$ cat src/hw/rtl/pfsr_pkg.sv
// Shared types and constants for the PI fan speed regulator.
package pfsr_pkg;

    // Result status codes carried on the master tuser.
    typedef enum logic [1:0] {
        ST_OK        = 2'd0,
        ST_OVER_TEMP = 2'd1,
        ST_SENSOR    = 2'd2,
        ST_HALTED    = 2'd3
    } t_status;

    // Configuration register indexes.
    localparam logic [2:0] REG_TARGET_TEMP = 3'd0;
    localparam logic [2:0] REG_PANIC_MAIN  = 3'd1;
    localparam logic [2:0] REG_PANIC_BOARD = 3'd2;
    localparam logic [2:0] REG_GAIN_P      = 3'd3;
    localparam logic [2:0] REG_GAIN_I      = 3'd4;
    localparam logic [2:0] REG_USE_BOARD   = 3'd5;
    localparam logic [2:0] REG_RUN_ENABLE  = 3'd6;

    localparam int TEMP_W   = 8;
    localparam int LIMIT_W  = 7;
    localparam int GAIN_W   = 10;
    localparam int SUM_W    = 24;
    localparam int ERR_W    = 9;
    localparam int SPEED_W  = 13;
    localparam int CALC_W   = 37;
    localparam int CFG_IDX_W = 3;
    localparam int CFG_DAT_W = 10;

    // Register reset values.
    localparam logic [LIMIT_W-1:0] RST_TARGET_TEMP = 7'd42;
    localparam logic [LIMIT_W-1:0] RST_PANIC_MAIN  = 7'd65;
    localparam logic [LIMIT_W-1:0] RST_PANIC_BOARD = 7'd75;
    localparam logic [GAIN_W-1:0]  RST_GAIN_P      = 10'd40;
    localparam logic [GAIN_W-1:0]  RST_GAIN_I      = 10'd40;

    localparam logic signed [CALC_W-1:0] SPEED_BASE = 37'sd4000;
    localparam logic signed [CALC_W-1:0] SPEED_MAX  = 37'sd5700;
    localparam logic signed [CALC_W-1:0] SPEED_MIN  = 37'sd2500;

    localparam logic [SUM_W-1:0] SUM_POS_LIMIT = 24'h7FFFFF;
    localparam logic [SUM_W-1:0] SUM_NEG_LIMIT = 24'h800000;

endpackage

$ cat src/hw/rtl/pi_fan_speed_regulator_core.sv
// PI fan speed regulator with clamping anti-windup: datapath, state and stream ports.
// A transferred tick is captured in the input register; its result is then loaded into
// the output register when that is empty or being read and, while run is enabled, offered
// on the master side. Throughput: one tick per cycle while the master side does not stall;
// the PI step of one tick fits between the input register and the result register, and
// the integral it leaves is ready for the next.
// Reset (synchronous, active low) loads the main-board register defaults, clears the
// integral and the halted flag, and empties both pipeline registers.
module pi_fan_speed_regulator_core
    import pfsr_pkg::*;
(
    input  logic                 i_clk,
    input  logic                 i_rst_n,
    // Configuration write channel.
    input  logic                 i_cfg_valid,
    output logic                 o_cfg_ready,
    input  logic [CFG_IDX_W-1:0] i_cfg_index,
    input  logic [CFG_DAT_W-1:0] i_cfg_data,
    // Tick stream in.
    input  logic                 i_s_tvalid,
    output logic                 o_s_tready,
    input  logic [15:0]          i_s_tdata,  // [7:0] temp_main, [15:8] temp_board
    input  logic [0:0]           i_s_tuser,  // [0] read_ok
    // Result stream out.
    output logic                 o_m_tvalid,
    input  logic                 i_m_tready,
    output logic [15:0]          o_m_tdata,  // [12:0] fan_speed, [15:13] zero
    output logic [1:0]           o_m_tuser   // [1:0] status
);

    // Configuration registers.
    logic [LIMIT_W-1:0] r_target_temp;
    logic [LIMIT_W-1:0] r_panic_main;
    logic [LIMIT_W-1:0] r_panic_board;
    logic [GAIN_W-1:0]  r_gain_p;
    logic [GAIN_W-1:0]  r_gain_i;
    logic               r_use_board;
    logic               r_run_enable;

    // Input stage.
    logic                     r_in_vld;
    logic signed [TEMP_W-1:0] r_temp_main;
    logic signed [TEMP_W-1:0] r_temp_board;
    logic                     r_read_ok;

    // Loop state.
    logic signed [SUM_W-1:0] r_error_sum;
    logic signed [SUM_W-1:0] n_error_sum;
    logic                    r_halted;
    logic                    n_halted;

    // Output stage.
    logic               r_out_vld;
    logic               n_out_vld;
    logic [SPEED_W-1:0] r_speed;
    logic [SPEED_W-1:0] n_speed;
    t_status            r_status;
    t_status            n_status;

    logic s_accept;
    logic w_adv;

    logic signed [TEMP_W-1:0] w_board_chk;
    logic signed [TEMP_W-1:0] w_temp_sel;
    logic                     w_over_temp;
    logic signed [ERR_W-1:0]  w_err;
    logic signed [SUM_W:0]    w_sum_raw;
    logic signed [SUM_W-1:0]  w_sum_sat;
    logic signed [CALC_W-1:0] w_p_term;
    logic signed [CALC_W-1:0] w_i_term;
    logic signed [CALC_W-1:0] w_speed;

    assign o_cfg_ready = 1'b1;

    assign w_adv      = r_in_vld && (!r_out_vld || i_m_tready);
    assign o_s_tready = !r_in_vld || w_adv;
    assign s_accept   = i_s_tvalid && o_s_tready;

    assign o_m_tvalid = r_out_vld;
    assign o_m_tdata  = {3'b000, r_speed};
    assign o_m_tuser  = r_status;

    // PI step on the registered tick.
    assign w_board_chk = r_use_board ? r_temp_board : '0;
    assign w_temp_sel  = r_use_board ? r_temp_board : r_temp_main;
    assign w_over_temp = (r_temp_main > $signed({1'b0, r_panic_main}))
                      || (w_board_chk > $signed({1'b0, r_panic_board}));

    assign w_err = $signed({w_temp_sel[TEMP_W-1], w_temp_sel})
                 - $signed({2'b00, r_target_temp});

    assign w_sum_raw = $signed({r_error_sum[SUM_W-1], r_error_sum})
                     + $signed({{(SUM_W+1-ERR_W){w_err[ERR_W-1]}}, w_err});

    // The integral saturates when the 25-bit sum leaves the 24-bit range.
    always_comb begin
        if (w_sum_raw[SUM_W] != w_sum_raw[SUM_W-1]) begin
            w_sum_sat = w_sum_raw[SUM_W] ? $signed(SUM_NEG_LIMIT) : $signed(SUM_POS_LIMIT);
        end else begin
            w_sum_sat = w_sum_raw[SUM_W-1:0];
        end
    end

    assign w_p_term = $signed({{(CALC_W-ERR_W){w_err[ERR_W-1]}}, w_err})
                    * $signed({{(CALC_W-GAIN_W){1'b0}}, r_gain_p});
    assign w_i_term = $signed({{(CALC_W-SUM_W){w_sum_sat[SUM_W-1]}}, w_sum_sat})
                    * $signed({{(CALC_W-GAIN_W){1'b0}}, r_gain_i});
    assign w_speed  = SPEED_BASE + w_p_term + w_i_term;

    always_comb begin
        n_error_sum = r_error_sum;
        n_halted    = r_halted;
        n_speed     = r_speed;
        n_status    = r_status;
        n_out_vld   = r_out_vld && !i_m_tready;
        if (w_adv) begin
            n_out_vld = r_run_enable;
            if (r_run_enable) begin
                n_speed = '0;
                if (r_halted) begin
                    n_status = ST_HALTED;
                end else if (!r_read_ok) begin
                    n_status = ST_SENSOR;
                    n_halted = 1'b1;
                end else if (w_over_temp) begin
                    n_status = ST_OVER_TEMP;
                    n_halted = 1'b1;
                end else begin
                    n_status = ST_OK;
                    if (w_speed > SPEED_MAX) begin
                        n_speed = SPEED_MAX[SPEED_W-1:0];
                    end else if (w_speed < SPEED_MIN) begin
                        n_speed = SPEED_MIN[SPEED_W-1:0];
                    end else begin
                        // Only an unclamped speed commits the new integral.
                        n_speed     = w_speed[SPEED_W-1:0];
                        n_error_sum = w_sum_sat;
                    end
                end
            end
        end
    end

    always_ff @(posedge i_clk) begin
        if (!i_rst_n) begin
            r_target_temp <= RST_TARGET_TEMP;
            r_panic_main  <= RST_PANIC_MAIN;
            r_panic_board <= RST_PANIC_BOARD;
            r_gain_p      <= RST_GAIN_P;
            r_gain_i      <= RST_GAIN_I;
            r_use_board   <= 1'b0;
            r_run_enable  <= 1'b1;
        end else if (i_cfg_valid && o_cfg_ready) begin
            case (i_cfg_index)
                REG_TARGET_TEMP: r_target_temp <= i_cfg_data[LIMIT_W-1:0];
                REG_PANIC_MAIN:  r_panic_main  <= i_cfg_data[LIMIT_W-1:0];
                REG_PANIC_BOARD: r_panic_board <= i_cfg_data[LIMIT_W-1:0];
                REG_GAIN_P:      r_gain_p      <= i_cfg_data;
                REG_GAIN_I:      r_gain_i      <= i_cfg_data;
                REG_USE_BOARD:   r_use_board   <= i_cfg_data[0];
                REG_RUN_ENABLE:  r_run_enable  <= i_cfg_data[0];
                default: begin
                end
            endcase
        end
    end

    always_ff @(posedge i_clk) begin
        if (!i_rst_n) begin
            r_in_vld    <= 1'b0;
            r_out_vld   <= 1'b0;
            r_error_sum <= '0;
            r_halted    <= 1'b0;
        end else begin
            r_in_vld    <= s_accept || (r_in_vld && !w_adv);
            r_out_vld   <= n_out_vld;
            r_error_sum <= n_error_sum;
            r_halted    <= n_halted;
        end
    end

    always_ff @(posedge i_clk) begin
        if (s_accept) begin
            r_temp_main  <= i_s_tdata[7:0];
            r_temp_board <= i_s_tdata[15:8];
            r_read_ok    <= i_s_tuser[0];
        end
        r_speed  <= n_speed;
        r_status <= n_status;
    end

    // A panic, sensor-fault or halted result never carries a speed.
    a_fault_zero_speed: assert property (@(posedge i_clk) disable iff (!i_rst_n)
        (o_m_tvalid && (o_m_tuser != ST_OK)) |-> (o_m_tdata == 16'd0))
        else $error("non-ok result with nonzero fan speed");

    // A regular result always lies inside the clamp window.
    a_ok_speed_range: assert property (@(posedge i_clk) disable iff (!i_rst_n)
        (o_m_tvalid && (o_m_tuser == ST_OK))
            |-> ((o_m_tdata >= 16'd2500) && (o_m_tdata <= 16'd5700)))
        else $error("regular fan speed outside clamp window");

    // Halted is sticky until reset.
    a_halted_sticky: assert property (@(posedge i_clk) disable iff (!i_rst_n)
        r_halted |=> r_halted)
        else $error("halted flag cleared without reset");

    // The integral only moves when a tick is processed.
    a_sum_idle_stable: assert property (@(posedge i_clk)
        (i_rst_n && !w_adv) |=> (!i_rst_n || $stable(r_error_sum)))
        else $error("integral changed without a processed tick");

endmodule
$ cat config.mk
export PLATFORM = sky130hd
export DESIGN_NAME = pi_fan_speed_regulator_core
export DESIGN_NICKNAME = d
export VERILOG_FILES = /design/src/hw/rtl/pfsr_pkg.sv /design/src/hw/rtl/pi_fan_speed_regulator_core.sv
export SDC_FILE = /design/constraint.sdc
export NUM_CORES = 1
export LEC_CHECK = 0
export BUFFER_PORTS_ARGS = -buffer_cell sky130_fd_sc_hd__buf_2
export CORE_ASPECT_RATIO = 0.9
export CORE_MARGIN = 2
export CORE_UTILIZATION = 25
export DETAILED_ROUTE_END_ITERATION = 6
export GPL_ROUTABILITY_DRIVEN = 0
export GPL_TIMING_DRIVEN = 0
export PLACE_DENSITY = 0.49
export SYNTH_ARGS = -nofsm -noshare
export SYNTH_HDL_FRONTEND = slang
export SYNTH_SLANG_ARGS = --single-unit
$ cat constraint.sdc
create_clock -name i_clk -period 23 [get_ports i_clk]
set_input_delay 2.3 -clock i_clk [delete_from_list [all_inputs] [get_ports i_clk]]
set_output_delay 2.3 -clock i_clk [all_outputs]
set_load 0.005 [all_outputs]
== After elaboration in Yosys (flattened, before gate mapping) ==
Index checks and enable logic that the tools add are counted.

* $add $sub $neg: 4
* Multiply operators: 2
* Magnitude comparators: 4
* Eq/ne operators: 7
* Muxes and demuxes: 12
* Bitwise logic cells: 5
* Reduce and logical (&&, ||, !) cells: 26

{| class="wikitable"
|+ Operators with widths
! cell !! count
|-
| 2-to-1 mux 24 bit || 2
|-
| adder 21 x 35 -> 36 bit || 1
|-
| > comparator 36 x 14 -> 1 bit, second input constant || 1
|-
| less-than comparator 36 x 13 -> 1 bit, second input constant || 1
|-
| multiplier 24 x 11 -> 35 bit || 1
|-
| 2-to-1 mux 13 bit || 2
|-
| adder 24 x 9 -> 25 bit || 1
|-
| adder 13 x 20 -> 21 bit, first input constant || 1
|-
| multiplier 9 x 11 -> 20 bit || 1
|-
| > comparator 8 bit || 2
|-
| 2-to-1 mux 8 bit || 2
|-
| AND reduction 2 bit || 8
|-
| == test 3 bit, second input constant || 3
|-
| subtractor 8 x 8 -> 9 bit || 1
|-
| AND reduction 7 bit || 1
|-
| == test 3 x 2 -> 1 bit, second input constant || 2
|-
| 2-to-1 mux 1 bit || 6
|-
| NOT 1 bit || 5
|-
| OR reduction 5 bit || 1
|-
| logical AND 1 bit || 4
|-
| zero test 1 bit || 4
|-
| logical OR 1 bit || 4
|-
| OR reduction 4 bit || 1
|-
| == test 3 x 1 -> 1 bit, second input constant || 1
|-
| other kinds (4) || 4
|}

* Register bits after elaboration: 102
* Bits of input ports: 35
* Output and inout bits: 21
* Word-level logic and storage cells: 79

== Logic depth before layout (Yosys ltp) ==
* Depth after elaboration: 10
* Gate-level depth with buffers: 55
* Gate-level depth less buffers: 47

== Worst setup path before layout ==
OpenSTA, ideal clock, no wires.

* Kind: register to register
* Start point: register r_use_board
* End point: register r_speed[12] (data pin)
* Library setup time: 0.254 ns
* Arrival time: 11.964 ns
* Data required time: 22.746 ns
* Path slack: 10.782 ns
* Cell stages (with the launch flop): 53
* Clock period less this slack: 12.218 ns
* Cell sequence: dfxtp_1 clkbuf_1 clkbuf_1 o21a_1 ha_1 inv_1 fa_1 a21o_1 a21oi_1 o21bai_1 a21oi_1 nor2b_1 o21a_1 clkbuf_1 inv_1 ha_1 nor3_1 a211oi_2 (+17 left out) fa_1 fa_1 inv_1 fa_1 inv_1 ha_1 clkbuf_1 nand2_1 o21ai_0 a2111oi_4 a211oi_1 a211oi_2 xnor2_1 a2111oi_2 and4_4 buf_12 nand3_1 nor2b_1

* Word-level cells in the longest chain between the ends: 10

{| class="wikitable"
|+ Ends and longest elaborated chain
! item !! RTL line !! source
|-
| from (decl) || pi_fan_speed_regulator_core.sv:37 || <nowiki>logic r_use_board;</nowiki>
|-
| from (signal assigned) || pi_fan_speed_regulator_core.sv:160 || <nowiki>REG_USE_BOARD: r_use_board <= i_cfg_data[0];</nowiki>
|-
| 2-to-1 mux 8 bit || pi_fan_speed_regulator_core.sv:85 || <nowiki>assign w_temp_sel = r_use_board ? r_temp_board : r_temp_main;</nowiki>
|-
| subtractor 8 x 8 -> 9 bit || pi_fan_speed_regulator_core.sv:90 || <nowiki>- $signed({2'b00, r_target_temp});</nowiki>
|-
| adder 24 x 9 -> 25 bit || pi_fan_speed_regulator_core.sv:93 || <nowiki>+ $signed({{(SUM_W+1-ERR_W){w_err[ERR_W-1]}}, w_err});</nowiki>
|-
| 2-to-1 mux 24 bit or inequality test 1 bit (tied branches) || pi_fan_speed_regulator_core.sv:98, pi_fan_speed_regulator_core.sv:97 ||
|-
| 2-to-1 mux 24 bit || pi_fan_speed_regulator_core.sv:97 || <nowiki>if (w_sum_raw[SUM_W] != w_sum_raw[SUM_W-1]) begin</nowiki>
|-
| multiplier 24 x 11 -> 35 bit || pi_fan_speed_regulator_core.sv:107 || <nowiki>* $signed({{(CALC_W-GAIN_W){1'b0}}, r_gain_i});</nowiki>
|-
| adder 21 x 35 -> 36 bit || pi_fan_speed_regulator_core.sv:108 || <nowiki>assign w_speed = SPEED_BASE + w_p_term + w_i_term;</nowiki>
|-
| less-than comparator 36 x 13 -> 1 bit || pi_fan_speed_regulator_core.sv:132 || <nowiki>end else if (w_speed < SPEED_MIN) begin</nowiki>
|-
| 2-to-1 mux 13 bit || pi_fan_speed_regulator_core.sv:132 ||
|-
| 2-to-1 mux 13 bit || pi_fan_speed_regulator_core.sv:130 || <nowiki>if (w_speed > SPEED_MAX) begin</nowiki>
|-
| to (signal assigned) || pi_fan_speed_regulator_core.sv:188 || <nowiki>r_speed <= n_speed;</nowiki>
|-
| to (decl) || pi_fan_speed_regulator_core.sv:55 || <nowiki>logic [SPEED_W-1:0] r_speed;</nowiki>
|}

Several ways; a longest one is shown, not always the timed one.
A chain may end at the register's enable or synchronous reset.

== Worst setup path in the final report ==
* Start point: register r_use_board
* End point: register r_error_sum[5]

* Word-level cells in the longest chain between the ends: 10

{| class="wikitable"
|+ Ends and longest elaborated chain
! item !! RTL line !! source
|-
| 2-to-1 mux 8 bit || pi_fan_speed_regulator_core.sv:85 ||
|-
| subtractor 8 x 8 -> 9 bit || pi_fan_speed_regulator_core.sv:90 ||
|-
| adder 24 x 9 -> 25 bit || pi_fan_speed_regulator_core.sv:93 ||
|-
| 2-to-1 mux 24 bit or inequality test 1 bit (tied branches) || pi_fan_speed_regulator_core.sv:98, pi_fan_speed_regulator_core.sv:97 ||
|-
| 2-to-1 mux 24 bit || pi_fan_speed_regulator_core.sv:97 ||
|-
| multiplier 24 x 11 -> 35 bit || pi_fan_speed_regulator_core.sv:107 ||
|-
| adder 21 x 35 -> 36 bit || pi_fan_speed_regulator_core.sv:108 ||
|-
| less-than comparator 36 x 13 -> 1 bit or > comparator 36 x 14 -> 1 bit (tied branches) || pi_fan_speed_regulator_core.sv:132, pi_fan_speed_regulator_core.sv:130 ||
|-
| NOT 1 bit (no source line) || n/a ||
|-
| AND reduction 7 bit (no source line) || n/a ||
|-
| to (signal assigned) || pi_fan_speed_regulator_core.sv:177 || <nowiki>r_error_sum <= n_error_sum;</nowiki>
|-
| to (decl) || pi_fan_speed_regulator_core.sv:47 || <nowiki>logic signed [SUM_W-1:0] r_error_sum;</nowiki>
|}

Several ways; a longest one is shown, not always the timed one.

==> summary.txt <==
Synth
  – Yosys cell types: 80
  – Top cell type's share of synthesized area: between 30% and 40%
  – Xor and xnor area share after synthesis: under 10%
  – Synth Area in Compound Gates: about a tenth
  – FFs w/ async S/R, synth: 0%
  – Main synth FF type: dfxtp_1
  – Ys Warns: 0
  – Register area share after synthesis: around 12%
  – Post-Syn Area: slightly above 0.02 sq mm
  – Cells after synthesis: about 2400
  – Yosys reg bits: 102
  – Post-Synth Simple-Gate Area: ~17%
  – EDFF count, synth: 32
  – Largest family of logic cells by synthesized area: adder cells
  – Fraction of synthesized area in multiplexers: 1.43%
  – Mapped Avg Cell Area: 8.61 sq um
  – Post-synthesis adder-cell area fraction: between 40% and 50%
  – Yosys top cell by area: fa_1
  – Synth top area cells: fa_1, ha_1, inv_1

Clock tree
  – Htree depth: 3
  – Clock buffer count from CTS: 9
  – CTS tree: yes
  – Clock transition at the registers of the reported paths: approximately 80 ps
  – CTS resizes: 0
  – Root Driver: clkbuf_16
  – Setup Fix Bufs, Post-CTS: 0
  – Longest Clk Path Bufs: 2
  – Skew-Pair Late Insertion Delay: 390 ps
  – Sink Count: 102
  – Post-cts hold buffer count: 0

Routing
  – Total iterations of the first detailed-routing run: 5
  – Routed vias: 15407
  – DR WL/cell: between 15 and 20 microns
  – Number of vias per cell: 4.41
  – DRT antenna net count: 0
  – Residual DRC: 0
  – Initial drt markers: about 820
  – Routed wire length: 56.2 mm

Worst setup path
  – Critical Path RT: about 23000 ps
  – Crit path max fanout: 32
  – Critical path class: reg -> reg
  – CP max-delay cell: inv_1
  – Critical Path AT: about 16000 ps
  – CP endpoint kind: flip-flop
  – Worst path max stage delay: approximately 900 ps
  – Startpoint Class: flip-flop
  – CP most frequent cell: fa_1

Global route
  – First-pass GRT wire length: 89.6 mm
  – GRT overflow: 0
  – Busiest metal layer after global routing: met2
  – Initial antenna violation count: 1
  – Met1 usage: 20.5%
  – Largest net degree at the start of global routing: 33
  – Vias in the first global route: ~16000
  – Grt met3 use: approximately 1.4%
  – GRT Resource Usage Total: between 10 and 15%
  – GR Util met2: 21.5%

Run
  – Max-Cap Viols: 0

Placed design
  – I/O Buffers: 50
  – Dpl hpwl: 48.2 mm

Floorplanning
  – DIE HEIGHT: ~270 microns
  – Die X: around 300 microns
  – Io pins: between 50 and 60
  – FP Rows: around 100
  – Core footprint: just over 0.08 sq mm
  – Initial Util: between 20 and 30%
  – Die ar.: approximately 0.084 sq mm

STA
  – Max-slew headroom: 11.3%
  – RSZ-0062 raised after global routing: false
  – Worst Tran Pin Value: 1330 ps
  – Total negative slack: 0 ps
  – Min cycle time layout: roughly 15000 ps
  – Worst Skew: ~16 ps
  – Fin. Hold Viols: 0
  – Max Clk Rate: 64.6 MHz
  – Endpoints failing setup: 0
  – Fin crit share: between 60% and 70%
  – Final Slew Violations: 0

Min path
  – Min-delay worst type: reg -> reg

Finish
  – Area growth syn-to-layout: 9.43%
  – Final Net Count: roughly 3000
  – Fill cells: 8763
  – Share of cells above drive strength 1: under 10%

Run status
  – Status: finished, final reports clean
[per-stage QoR]
stage	std cells	instance area, sq um	hold WS (ps)	util [%]	worst slack, ps
3_3_place_gp	3476	21900	446	27.1	7340
4_1_cts	3493	22300	478	27.5	7330
6_report	3494	22300	480	27.5	7530
2_1_floorplan	2366	20400	436	-	10780
5_1_grt	3493	22300	493	27.5	6350
3_5_place_dp	3477	22000	464	27.1	7420
[sequential cells by signal (all words and copies together), names as in the netlist, 7 cells and up]
register       flops
r_panic_board      7
r_speed           13
r_temp_board       8
r_error_sum       24
r_gain_i          10
r_gain_p          10
r_temp_main        8
r_target_temp      7
r_panic_main       7
[cell usage in the layout, fill, tap and decap left out, types with 24 or more instances in the layout]
master / n
dfxtp_1: 70
o21ai_0: 48
inv_1: 518
buf_2: 70
edfxtp_1: 32
nor2_1: 75
nor2b_1: 24
a21oi_1: 118
nand3_1: 35
xnor2_1: 35
nor3_1: 38
clkbuf_1: 77
fa_1: 318
and2_1: 176
nand2_1: 257
ha_1: 236
[worst max-delay path, delay by kind of cell (launching register included)]
family	cells	cell delay, ps
compound gates	15	3120
xor+xnor	2	680
fa+ha+maj	11	5140
buf+inv	13	3830
flops	1	320
simple gates	10	2200
[Yosys cell counts, types with 6 or more instances]
library cell / number
o211ai_1: 20
clkbuf_1: 77
a21oi_1: 118
xor2_1: 17
a31oi_1: 11
edfxtp_1: 32
and3_1: 10
mux2_2: 8
nand2_1: 257
inv_1: 518
a21o_1: 21
ha_1: 236
dfxtp_1: 70
o21ai_0: 48
a211oi_1: 16
nand4_1: 13
or3_1: 6
nor2b_1: 24
nand2b_1: 19
fa_1: 318
nor2_1: 76
buf_4: 6
nand3_1: 35
o21a_1: 10
and2_1: 176
xnor2_1: 35
nor3_1: 38
or2_2: 12
buf_2: 20
mux2i_1: 20
[final timing paths]
check	from	to	slack [ps]	cells past startpoint
hold / removal	r_panic_board[3]	r_panic_board[3]	480	2
hold reg to reg	r_panic_board[3]	r_panic_board[3]	480	2
setup reg to reg	r_use_board	r_error_sum[5]	7530	51
setup / recovery	r_use_board	r_error_sum[5]	7530	51
[logic make-up (layout without fill, tap and decap cells)]
group / after synthesis / in the layout
simple gates: 683 / 683
buf+inv: 628 / 695
fa+ha+maj: 559 / 559
compound gates: 310 / 310
flops: 102 / 102
xor+xnor: 52 / 52
mux: 28 / 28
other cells: 2 / 5
[metal layers]
| metal | part of all wire (%) | vias up | routed length, microns |
|---|---|---|---|
| met2 | 43 | 242 | 24400 |
| met4 | 0.90 | 0 | 504 |
| met1 | 52 | 7620 | 29300 |
| met5 | 0 | - | 0 |
| met3 | 3.6 | 20 | 2000 |
| li1 | - | 7525 | - |
[final cells by class]
| class | instances | area (sq um) | share of cell area, % |
|---|---|---|---|
| tap | 1060 | 1330 | 5.95 |
| multi-input combinational | 1636 | 15600 | 69.8 |
| buffer | 109 | 505 | 2.27 |
| inverter | 519 | 1950 | 8.74 |
| clock buffer | 10 | 250 | 1.12 |
| antenna | 1 | 2.50 | 0.0112 |
| timing repair buffer | 51 | 265 | 1.19 |
| sequential | 102 | 2360 | 10.6 |
| clock inverter | 6 | 66.3 | 0.298 |
Power is not shown: default switching activity piles up to over one toggle a cycle in this logic, so the estimate is an artifact.
